$ cat src/hw/rtl/pfc_pkg.sv
package pfc_pkg;

   localparam int Side    = 5;
   localparam int Cells   = Side * Side;
   localparam int Letters = 26;

   typedef logic [4:0] letter_type;
   typedef logic [4:0] cell_type;
   typedef logic [2:0] coord_type;

   localparam letter_type LETTER_I    = 5'd8;
   localparam letter_type LETTER_J    = 5'd9;
   localparam letter_type LETTER_X    = 5'd23;
   localparam letter_type LETTER_Z    = 5'd25;
   localparam letter_type LAST_LETTER = 5'(Letters - 1);
   localparam cell_type   NUM_CELLS   = 5'(Cells);
   localparam coord_type  LAST_COORD  = 3'(Side - 1);

   typedef enum logic [1:0] {
      CMD_KEY_LETTER,
      CMD_KEY_END,
      CMD_PLAIN_LETTER,
      CMD_PLAIN_END
   } command_type;

   typedef enum logic [1:0] {
      ST_IDLE,
      ST_FILL,
      ST_CELL,
      ST_SQUARE
   } state_type;

   // controller to datapath
   typedef struct packed {
      logic take;
      logic fill;
      logic square_rd;
      logic load_out;
   } ctrl_cmd_type;

   // datapath to controller
   typedef struct packed {
      logic starts_fill;
      logic pair_hit;
      logic fill_last;
      logic out_free;
   } dp_status_type;

   // row of a cell in the square
   function automatic coord_type cell_row(input cell_type p);
      coord_type r;
      if (p >= 5'(4 * Side))      r = 3'd4;
      else if (p >= 5'(3 * Side)) r = 3'd3;
      else if (p >= 5'(2 * Side)) r = 3'd2;
      else if (p >= 5'(Side))     r = 3'd1;
      else                        r = 3'd0;
      return r;
   endfunction

   // cell number from row and column
   function automatic cell_type cell_index(input coord_type r, input coord_type c);
      return 5'({r, 2'b00}) + 5'(r) + 5'(c);
   endfunction

   // column of a cell in the square
   function automatic coord_type cell_col(input cell_type p);
      cell_type base;
      base = cell_index(cell_row(p), 3'd0);
      return 3'(p - base);
   endfunction

   // step one place with wrap around the square side
   function automatic coord_type wrap_inc(input coord_type x);
      return (x == LAST_COORD) ? 3'd0 : 3'(x + 3'd1);
   endfunction

endpackage

$ cat src/hw/rtl/pfc_ctrl.sv
module pfc_ctrl import pfc_pkg::*; (
   input  logic          clock,
   input  logic          reset,
   input  logic          req_valid,
   output logic          req_ready,
   input  dp_status_type status,
   output ctrl_cmd_type  cmd
);

   state_type state_ff, state_in;

   // state register
   always_ff @(posedge clock) begin
      if (reset) begin
         state_ff <= ST_IDLE;
      end else begin
         state_ff <= state_in;
      end
   end

   // next state and commands
   always_comb begin
      state_in  = state_ff;
      req_ready = 1'b0;
      cmd       = '0;
      unique case (state_ff)
         ST_IDLE: begin
            req_ready = 1'b1;
            if (req_valid) begin
               cmd.take = 1'b1;
               if (status.starts_fill) begin
                  state_in = ST_FILL;
               end else if (status.pair_hit) begin
                  state_in = ST_CELL;
               end
            end
         end
         ST_FILL: begin
            cmd.fill = 1'b1;
            if (status.fill_last) begin
               state_in = ST_IDLE;
            end
         end
         ST_CELL: begin
            cmd.square_rd = 1'b1;
            state_in      = ST_SQUARE;
         end
         ST_SQUARE: begin
            if (status.out_free) begin
               cmd.load_out = 1'b1;
               state_in     = ST_IDLE;
            end
         end
         default: begin
            state_in = ST_IDLE;
         end
      endcase
   end

endmodule

$ cat src/hw/rtl/pfc_dp.sv
module pfc_dp import pfc_pkg::*; (
   input  logic          clock,
   input  logic          reset,
   input  command_type   req_command,
   input  letter_type    req_letter,
   input  ctrl_cmd_type  cmd,
   output dp_status_type status,
   output logic          rsp_valid,
   input  logic          rsp_ready,
   output letter_type    rsp_first,
   output letter_type    rsp_second,
   output logic          rsp_closes
);

   // square contents and letter positions
   letter_type square_mem [Cells];
   cell_type   cell_mem   [Letters];

   logic [Letters-1:0] used_ff, used_in;
   cell_type   next_cell_ff, next_cell_in;
   logic       key_ready_ff, key_ready_in;
   letter_type fill_cnt_ff, fill_cnt_in;
   letter_type prev_ff, prev_in;
   logic       has_prev_ff, has_prev_in;
   letter_type pend_ff, pend_in;
   logic       has_pend_ff, has_pend_in;

   cell_type   p1_ff, p2_ff;
   letter_type q1_ff, q2_ff;
   logic       closes_ff;

   logic       rsp_valid_ff, rsp_valid_in;
   letter_type rsp_first_ff, rsp_second_ff;
   logic       rsp_closes_ff;

   letter_type         letter_fold;
   logic               letter_ok;
   logic               rekey;
   logic               key_end_go;
   logic [Letters-1:0] used_base;
   cell_type           next_eff;
   letter_type         place_letter;
   logic               place_try;
   logic               place_go;
   logic               dup;
   letter_type         bogus;
   letter_type         pad;
   logic               plain_go;
   logic               end_go;
   logic               clear_text;
   letter_type         pair_first, pair_second;
   logic               lookup_go;

   coord_type r1, c1, r2, c2;
   cell_type  e1, e2;

   // fold j into i and qualify the letter
   assign letter_fold = (req_letter == LETTER_J) ? LETTER_I : req_letter;
   assign letter_ok   = (letter_fold <= LAST_LETTER);

   assign rekey      = cmd.take && (req_command == CMD_KEY_LETTER) && letter_ok && key_ready_ff;
   assign key_end_go = cmd.take && (req_command == CMD_KEY_END) && !key_ready_ff;
   assign plain_go   = cmd.take && (req_command == CMD_PLAIN_LETTER) && letter_ok && key_ready_ff;
   assign end_go     = cmd.take && (req_command == CMD_PLAIN_END) && key_ready_ff;

   // place one letter: from the key stream or from the fill counter
   always_comb begin
      used_base = rekey ? '0 : used_ff;
      next_eff  = rekey ? '0 : next_cell_ff;
      if (cmd.fill) begin
         place_letter = fill_cnt_ff;
         place_try    = (fill_cnt_ff != LETTER_J);
      end else begin
         place_letter = letter_fold;
         place_try    = cmd.take && (req_command == CMD_KEY_LETTER) && letter_ok;
      end
      place_go = place_try && !used_base[place_letter] && (next_eff < NUM_CELLS);
      used_in  = used_base;
      if (place_go) begin
         used_in[place_letter] = 1'b1;
      end
      next_cell_in = place_go ? 5'(next_eff + 5'd1) : next_eff;
   end

   // key state and fill counter
   always_comb begin
      key_ready_in = key_ready_ff;
      fill_cnt_in  = fill_cnt_ff;
      if (rekey) begin
         key_ready_in = 1'b0;
      end
      if (key_end_go) begin
         fill_cnt_in = '0;
      end else if (cmd.fill) begin
         fill_cnt_in = 5'(fill_cnt_ff + 5'd1);
         if (fill_cnt_ff == LAST_LETTER) begin
            key_ready_in = 1'b1;
         end
      end
   end

   assign clear_text = rekey || (cmd.fill && (fill_cnt_ff == LAST_LETTER)) || end_go;

   // form digraphs from the plaintext stream
   assign dup   = has_prev_ff && (prev_ff == letter_fold);
   assign bogus = (prev_ff == LETTER_X) ? LETTER_Z : LETTER_X;
   assign pad   = (pend_ff == LETTER_X) ? LETTER_Z : LETTER_X;

   always_comb begin
      prev_in     = prev_ff;
      has_prev_in = has_prev_ff;
      pend_in     = pend_ff;
      has_pend_in = has_pend_ff;
      pair_first  = pend_ff;
      pair_second = letter_fold;
      if (clear_text) begin
         prev_in     = '0;
         has_prev_in = 1'b0;
         pend_in     = '0;
         has_pend_in = 1'b0;
         if (end_go) begin
            pair_second = pad;
         end
      end else if (plain_go) begin
         prev_in     = letter_fold;
         has_prev_in = 1'b1;
         if (dup) begin
            if (has_pend_ff) begin
               pair_second = bogus;
               pend_in     = letter_fold;
               has_pend_in = 1'b1;
            end else begin
               pair_first  = bogus;
               has_pend_in = 1'b0;
            end
         end else if (has_pend_ff) begin
            has_pend_in = 1'b0;
         end else begin
            pend_in     = letter_fold;
            has_pend_in = 1'b1;
         end
      end
   end

   assign lookup_go = (plain_go && (dup || has_pend_ff)) || (end_go && has_pend_ff);

   // control registers
   always_ff @(posedge clock) begin
      if (reset) begin
         used_ff      <= '0;
         next_cell_ff <= '0;
         key_ready_ff <= 1'b0;
         fill_cnt_ff  <= '0;
         prev_ff      <= '0;
         has_prev_ff  <= 1'b0;
         pend_ff      <= '0;
         has_pend_ff  <= 1'b0;
         rsp_valid_ff <= 1'b0;
      end else begin
         used_ff      <= used_in;
         next_cell_ff <= next_cell_in;
         key_ready_ff <= key_ready_in;
         fill_cnt_ff  <= fill_cnt_in;
         prev_ff      <= prev_in;
         has_prev_ff  <= has_prev_in;
         pend_ff      <= pend_in;
         has_pend_ff  <= has_pend_in;
         rsp_valid_ff <= rsp_valid_in;
      end
   end

   // write the square and the letter positions
   always_ff @(posedge clock) begin
      if (place_go) begin
         square_mem[next_eff]   <= place_letter;
         cell_mem[place_letter] <= next_eff;
      end
   end

   // look up the cells of both pair letters
   always_ff @(posedge clock) begin
      if (lookup_go) begin
         p1_ff     <= cell_mem[pair_first];
         p2_ff     <= cell_mem[pair_second];
         closes_ff <= end_go;
      end
   end

   // apply the row, column or rectangle rule
   always_comb begin
      r1 = cell_row(p1_ff);
      c1 = cell_col(p1_ff);
      r2 = cell_row(p2_ff);
      c2 = cell_col(p2_ff);
      if (r1 == r2) begin
         e1 = cell_index(r1, wrap_inc(c1));
         e2 = cell_index(r2, wrap_inc(c2));
      end else if (c1 == c2) begin
         e1 = cell_index(wrap_inc(r1), c1);
         e2 = cell_index(wrap_inc(r2), c2);
      end else begin
         e1 = cell_index(r1, c2);
         e2 = cell_index(r2, c1);
      end
   end

   // read the cipher letters
   always_ff @(posedge clock) begin
      if (cmd.square_rd) begin
         q1_ff <= square_mem[e1];
         q2_ff <= square_mem[e2];
      end
   end

   // output register
   assign rsp_valid_in = cmd.load_out ? 1'b1 : (rsp_valid_ff && !rsp_ready);

   always_ff @(posedge clock) begin
      if (cmd.load_out) begin
         rsp_first_ff  <= q1_ff;
         rsp_second_ff <= q2_ff;
         rsp_closes_ff <= closes_ff;
      end
   end

   assign rsp_valid  = rsp_valid_ff;
   assign rsp_first  = rsp_first_ff;
   assign rsp_second = rsp_second_ff;
   assign rsp_closes = rsp_closes_ff;

   // status toward the controller
   assign status.starts_fill = (req_command == CMD_KEY_END) && !key_ready_ff;
   assign status.pair_hit    = key_ready_ff &&
                               (((req_command == CMD_PLAIN_LETTER) && letter_ok &&
                                 (dup || has_pend_ff)) ||
                                ((req_command == CMD_PLAIN_END) && has_pend_ff));
   assign status.fill_last   = (fill_cnt_ff == LAST_LETTER);
   assign status.out_free    = !rsp_valid_ff || rsp_ready;

endmodule

$ cat src/hw/rtl/playfair_digraph_cipher.sv
// Playfair encryptor over a 5x5 square, letters coded a=0..z=25 with j read as i.
// Build the square with key-letter transactions (repeats skipped) closed by a key-end
// transaction, then stream plaintext letters; a plaintext-end transaction pads an odd
// leftover and marks that pair with rsp_tlast. A key letter after a finished key starts
// a new square. A key end that closes a key is accepted, then the fill counter steps
// through the alphabet and places the unused letters; a key end on a finished key is
// dropped. A transaction that completes a pair passes through letter-position lookup,
// square lookup and load of the output register, and the load waits while the output
// register still holds an earlier pair. The output register lets the next transaction
// in while a pair waits on rsp_tready.
module playfair_digraph_cipher import pfc_pkg::*; (
   input  logic        clock,
   input  logic        reset,
   input  logic        req_tvalid,
   output logic        req_tready,
   input  logic [7:0]  req_tdata,   // [4:0] letter, [7:5] zero
   input  logic [1:0]  req_tuser,   // [1:0] command
   output logic        rsp_tvalid,
   input  logic        rsp_tready,
   output logic [15:0] rsp_tdata,   // [4:0] first_cipher, [9:5] second_cipher, [15:10] zero
   output logic        rsp_tlast    // closes_message
);

   ctrl_cmd_type  cmd;
   dp_status_type status;
   letter_type    first_cipher, second_cipher;

   pfc_ctrl u_ctrl (
      .clock     (clock),
      .reset     (reset),
      .req_valid (req_tvalid),
      .req_ready (req_tready),
      .status    (status),
      .cmd       (cmd)
   );

   pfc_dp u_dp (
      .clock       (clock),
      .reset       (reset),
      .req_command (command_type'(req_tuser)),
      .req_letter  (req_tdata[4:0]),
      .cmd         (cmd),
      .status      (status),
      .rsp_valid   (rsp_tvalid),
      .rsp_ready   (rsp_tready),
      .rsp_first   (first_cipher),
      .rsp_second  (second_cipher),
      .rsp_closes  (rsp_tlast)
   );

   assign rsp_tdata = {6'b000000, second_cipher, first_cipher};

endmodule

$ cat config.mk
export PLATFORM = sky130hd
export DESIGN_NAME = playfair_digraph_cipher
export DESIGN_NICKNAME = d
export VERILOG_FILES = /design/src/hw/rtl/pfc_pkg.sv /design/src/hw/rtl/pfc_ctrl.sv /design/src/hw/rtl/pfc_dp.sv /design/src/hw/rtl/playfair_digraph_cipher.sv
export SDC_FILE = /design/constraint.sdc
export NUM_CORES = 1
export LEC_CHECK = 0
export BUFFER_PORTS_ARGS = -buffer_cell sky130_fd_sc_hd__buf_2
export CORE_ASPECT_RATIO = 1.1
export CORE_MARGIN = 2
export CORE_UTILIZATION = 55
export DETAILED_ROUTE_END_ITERATION = 6
export GPL_ROUTABILITY_DRIVEN = 1
export PLACE_DENSITY = 0.71
export SLEW_MARGIN = 5
export SYNTH_ARGS = -nofsm -noshare
export SYNTH_HDL_FRONTEND = slang
export SYNTH_HIERARCHICAL = 1
export SYNTH_SLANG_ARGS = --single-unit
$ cat constraint.sdc
create_clock -name clock -period 7.1 [get_ports clock]
set_input_delay 0.355 -clock clock [delete_from_list [all_inputs] [get_ports clock]]
set_output_delay 0.355 -clock clock [all_outputs]
set_load 0.1 [all_outputs]
==> flow_results.xml <==
<?xml version="1.0" encoding="UTF-8"?>
<metrics>
  <group name="run_status">
    <metric name="outcome" unit="">complete, but fails checks</metric>
    <metric name="failing_checks" unit="">design-rule violations</metric>
  </group>
  <group name="timing">
    <metric name="finalWorstPathRequiredPeriod" unit="ns">6.42</metric>
    <metric name="finalHoldViolCount" unit="">0</metric>
    <metric name="worst_pin_slew" unit="ns">1.24</metric>
    <metric name="setup_tns" unit="ns">0</metric>
    <metric name="grt_setup_unrepaired" unit="">no</metric>
    <metric name="maxSlewViolCount" unit="">0</metric>
    <metric name="finalSetupViolCount" unit="">0</metric>
    <metric name="finClkSkew" unit="ns">0.0336</metric>
    <metric name="worst_slack" unit="ns">0.678</metric>
    <metric name="slew-limit-headroom" unit="%">17.1</metric>
    <metric name="post-route-period-util" unit="%">90.5</metric>
    <metric name="fmaxAchievable" unit="MHz">156</metric>
  </group>
  <group name="clock_tree">
    <metric name="cts_inserted_buffers" unit="">36</metric>
    <metric name="tritoncts" unit="">built</metric>
    <metric name="total_number_of_h_tree_levels" unit="">2</metric>
    <metric name="cts_repair_resize_count" unit="">0</metric>
    <metric name="path_clk_slew" unit="ns">0.06</metric>
    <metric name="clockRootBuffer" unit="">sky130_fd_sc_hd__clkbuf_16</metric>
    <metric name="cts_setup_buffers" unit="">0</metric>
    <metric name="clkSinkCount" unit="">339</metric>
    <metric name="clkLatencyLatePin" unit="ns">0.54</metric>
    <metric name="clockBufferDepth" unit="">3</metric>
    <metric name="ctsHoldBuffers" unit="">0</metric>
  </group>
  <group name="setup_path">
    <metric name="crit_arrival" unit="ns">6.74</metric>
    <metric name="critical_path_max_stage_delay" unit="ns">0.88</metric>
    <metric name="cp.buffers_inverters" unit="">4</metric>
    <metric name="critical-path-top-delay-family" unit="">simple AND/OR/NAND/NOR gates</metric>
    <metric name="worst-setup-path-type" unit="">flop to flop</metric>
    <metric name="timing.critical_path.fanout_max" unit="">28</metric>
    <metric name="crit_path_cell_trace" unit="">nor3b_1, a311o_1, nor2_1, nor2_1, ha_1, inv_1, fa_1, inv_1, ha_1, a21oi_1, ha_1, inv_1, fa_1, and2_0, or3_1, buf_4, nor3_1, a211o_1, a41o_1, nor4_1</metric>
    <metric name="crit_path_top_delay_cell" unit="">sky130_fd_sc_hd__or3_1</metric>
    <metric name="startpoint_type" unit="">flop</metric>
    <metric name="data_required_critical_path" unit="ns">7.42</metric>
    <metric name="critPathCaptureType" unit="">flop</metric>
  </group>
  <group name="logic_synthesis">
    <metric name="synth.yosys.seq_area_share" unit="%">53.1</metric>
    <metric name="count_of_flip_flops_with_a_built_in_enable_after_synthesis" unit="">287</metric>
    <metric name="ys_flop_type" unit="">sky130_fd_sc_hd__edfxtp_1</metric>
    <metric name="synth_area_per_cell" unit="um2">10.7</metric>
    <metric name="yosysUniqueCellTypes" unit="">79</metric>
    <metric name="syn-instance-count" unit="">1698</metric>
    <metric name="synth-async-reset-ratio" unit="%">0</metric>
    <metric name="synth_cell_area" unit="mm2">0.0182</metric>
    <metric name="ys_warn_count" unit="">6</metric>
    <metric name="ys_seq_elements" unit="">339</metric>
  </group>
  <group name="die">
    <metric name="die_height" unit="um">195</metric>
    <metric name="floorplan.initialDensity" unit="%">56.1</metric>
    <metric name="ioPinCount" unit="">33</metric>
    <metric name="placeableCoreArea" unit="mm2">0.0325</metric>
    <metric name="dieArea" unit="mm2">0.0346</metric>
    <metric name="num_rows" unit="">69</metric>
    <metric name="dieWidth" unit="um">177</metric>
  </group>
  <group name="global_route">
    <metric name="grt_antenna_before_repair" unit="">0</metric>
    <metric name="grt_first_pass_wirelength" unit="mm">75.9</metric>
    <metric name="met2_usage" unit="%">47.1</metric>
    <metric name="globalRouteOverflowTotal" unit="">0</metric>
    <metric name="grt_util_met3" unit="%">4.52</metric>
    <metric name="first_global_vias" unit="">13400</metric>
    <metric name="grtUsageMet1" unit="%">37.6</metric>
    <metric name="largest_net_degree_at_the_start_of_global_routing" unit="">96</metric>
    <metric name="track_usage" unit="%">28.6</metric>
    <metric name="top_usage_layer" unit="">met2</metric>
  </group>
  <group name="power_and_ir_drop">
    <metric name="vdd.ir_drop.worst" unit="mV">0.188</metric>
    <metric name="cellLeakagePower" unit="nW">6.83</metric>
    <metric name="totalPowerFinal" unit="mW">4.18</metric>
    <metric name="power_density" unit="mW/mm2">211</metric>
  </group>
  <group name="final_layout">
    <metric name="fin_cells" unit="">2136</metric>
    <metric name="layout.filler_cells" unit="">2639</metric>
    <metric name="antenna_cells" unit="">0</metric>
    <metric name="final-seq-area" unit="mm2">0.00966</metric>
    <metric name="area_delta_synth_final" unit="%">8.84</metric>
    <metric name="design_area" unit="mm2">0.0198</metric>
    <metric name="multiInputGateArea" unit="mm2">0.00792</metric>
    <metric name="num-nets-final" unit="">1743</metric>
    <metric name="fraction_of_final_layout_cells_sized_beyond_drive_strength_1" unit="%">9.82</metric>
  </group>
  <group name="detailed_routing">
    <metric name="detail_route_antenna_nets" unit="">0</metric>
    <metric name="num_vias" unit="">14200</metric>
    <metric name="drt_first_iter_violations" unit="">1721</metric>
    <metric name="wl" unit="mm">49.5</metric>
    <metric name="detail_route.vias_per_cell" unit="">6.64</metric>
    <metric name="drc_errors" unit="">2</metric>
    <metric name="route.detailed.wl_per_inst" unit="um">23.2</metric>
    <metric name="first_pass_iters" unit="">7</metric>
  </group>
  <group name="placement">
    <metric name="gp_congestion" unit="">0.922</metric>
    <metric name="place.port_buffers" unit="">23</metric>
    <metric name="post-place-cells" unit="">2070</metric>
    <metric name="preCtsSetupSlack" unit="ns">0.759</metric>
    <metric name="placement.cell_area" unit="mm2">0.0187</metric>
    <metric name="placed_wire_length_estimate" unit="mm">33.4</metric>
  </group>
  <group name="min_path">
    <metric name="min_path_type" unit="">input pin to flop</metric>
  </group>
  <group name="flow_run">
    <metric name="max_cap_violations" unit="">0</metric>
  </group>
</metrics>
==> synth_stat cells, drive strengths merged, types with 8 or more instances <==
cell type	n	area share (%)
dfxtp	52	5.7
a2111oi	9	0.54
nor2b	38	1.3
o21a	11	0.45
nand2	247	5.1
mux2	11	0.68
and2	16	0.55
buf	61	1.8
o221ai	8	0.39
o31ai	13	0.64
inv	52	1.1
or3	17	0.58
nand2b	10	0.34
ha	37	2.5
nor3	73	2.1
a21oi	61	1.7
a311oi	35	1.7
clkbuf	55	1.1
a211oi	89	3.7
o211ai	24	0.99
a31oi	25	0.86
mux2i	64	3.5
nand3	62	1.7
xnor2	13	0.63
o311ai	8	0.39
fa	10	1.1
and3	8	0.28
a221oi	13	0.63
edfxtp	287	47
nor4	9	0.31
o31a	8	0.39
a21o	15	0.62
o21ai	52	1.4
mux4	14	1.7
nor2	105	2.2
==> flip-flops by register name (all words and copies together), names as in the netlist, 2 cells and up <==
| register | cells |
|---|---|
| u_dp/q2_ff | 5 |
| u_dp/fill_cnt_ff | 5 |
| u_dp/cell_mem | 130 |
| u_dp/rsp_first | 5 |
| u_dp/p1_ff | 5 |
| u_dp/prev_ff | 5 |
| u_dp/used_ff | 26 |
| u_dp/q1_ff | 5 |
| u_dp/next_cell_ff | 5 |
| u_dp/pend_ff | 5 |
| u_dp/square_mem | 125 |
| u_dp/p2_ff | 5 |
| u_dp/rsp_second | 5 |
| u_ctrl/state_ff | 2 |
==> metal layers <==
| metal | share of wire (%) | vias up |
|---|---|---|
| li1 | - | 6418 |
| met4 | 4.5 | 0 |
| met2 | 48 | 803 |
| met1 | 39 | 6799 |
| met3 | 8.4 | 170 |
| met5 | 0 | - |
==> placed cells by master (no fill, tap or decap), types with 11 or more instances in the layout <==
master,instances
sky130_fd_sc_hd__edfxtp_1,287
sky130_fd_sc_hd__nand2_1,247
sky130_fd_sc_hd__nor2_1,104
sky130_fd_sc_hd__a211oi_1,87
sky130_fd_sc_hd__nor3_1,70
sky130_fd_sc_hd__mux2i_1,63
sky130_fd_sc_hd__nand3_1,62
sky130_fd_sc_hd__a21oi_1,60
sky130_fd_sc_hd__dfxtp_1,52
sky130_fd_sc_hd__inv_1,51
sky130_fd_sc_hd__o21ai_0,45
sky130_fd_sc_hd__nor2b_1,38
sky130_fd_sc_hd__clkbuf_16,37
sky130_fd_sc_hd__ha_1,37
sky130_fd_sc_hd__a311oi_1,34
sky130_fd_sc_hd__buf_4,34
sky130_fd_sc_hd__a31oi_1,25
sky130_fd_sc_hd__o211ai_1,24
sky130_fd_sc_hd__buf_2,23
sky130_fd_sc_hd__or3_1,17
sky130_fd_sc_hd__a21o_1,15
sky130_fd_sc_hd__mux4_2,14
sky130_fd_sc_hd__a221oi_1,13
sky130_fd_sc_hd__and2_1,13
sky130_fd_sc_hd__xnor2_1,13
sky130_fd_sc_hd__o21a_1,11
sky130_fd_sc_hd__mux2_2,11
==> power breakdown <==
part	switching, mW	leakage, nW	internal, mW
combinational	0.157	3.25	0.0445
sequential	0.00586	3.02	2.17
clock	0.761	0.560	1.04
==> logic make-up (layout without fill, tap and decap cells) <==
kind of cell | count (synthesis) | in the layout | share of synthesized area, %
xor+xnor | 20 | 20 | 0.962
fa+ha+maj | 47 | 47 | 3.64
mux | 89 | 89 | 5.93
compound gates | 416 | 416 | 16.6
flops | 339 | 339 | 53.1
other cells | 1 | 6 | 0.0206
buf+inv | 169 | 176 | 3.99
simple gates | 617 | 617 | 15.8
==> worst min-delay path, stage by stage <==
cell                       delay, ns
sky130_fd_sc_hd__buf_2          0.11
sky130_fd_sc_hd__nand3b_1       0.07
sky130_fd_sc_hd__a311oi_1       0.08
==> worst paths after layout <==
kind	startpoint	to	slack, ns	depth (start not counted)
setup / recovery	u_dp/p2_ff[2]	u_dp/q2_ff[3]	0.68	20
hold / removal	req_tvalid	u_ctrl/state_ff[0]	0.15	3
setup reg to reg	u_dp/p2_ff[2]	u_dp/q2_ff[3]	0.68	20
hold reg to reg	u_dp/q2_ff[2]	u_dp/rsp_second[2]	0.42	0
==> area by class of cell <==
| cell class | count | area share (%) |
|---|---|---|
| inverters | 53 | 1.00 |
| repair buffers | 57 | 1.87 |
| flip-flops and latches | 339 | 48.8 |
| well taps | 426 | 2.69 |
| multi-input cells | 1195 | 40.0 |
| clock buffers | 44 | 4.86 |
| clock inverters | 22 | 0.853 |
==> metrics by stage <==
stage / hold WS [ns] / util (%)
after CTS: 0.136 / 61.0
after detailed placement: 0.406 / 57.5
after global placement: 0.403 / 57.5
after global routing: 0.148 / 61.0
after floorplan: 0.400 / -
final: 0.150 / 61.0
(Power assumes the default switching activity.)
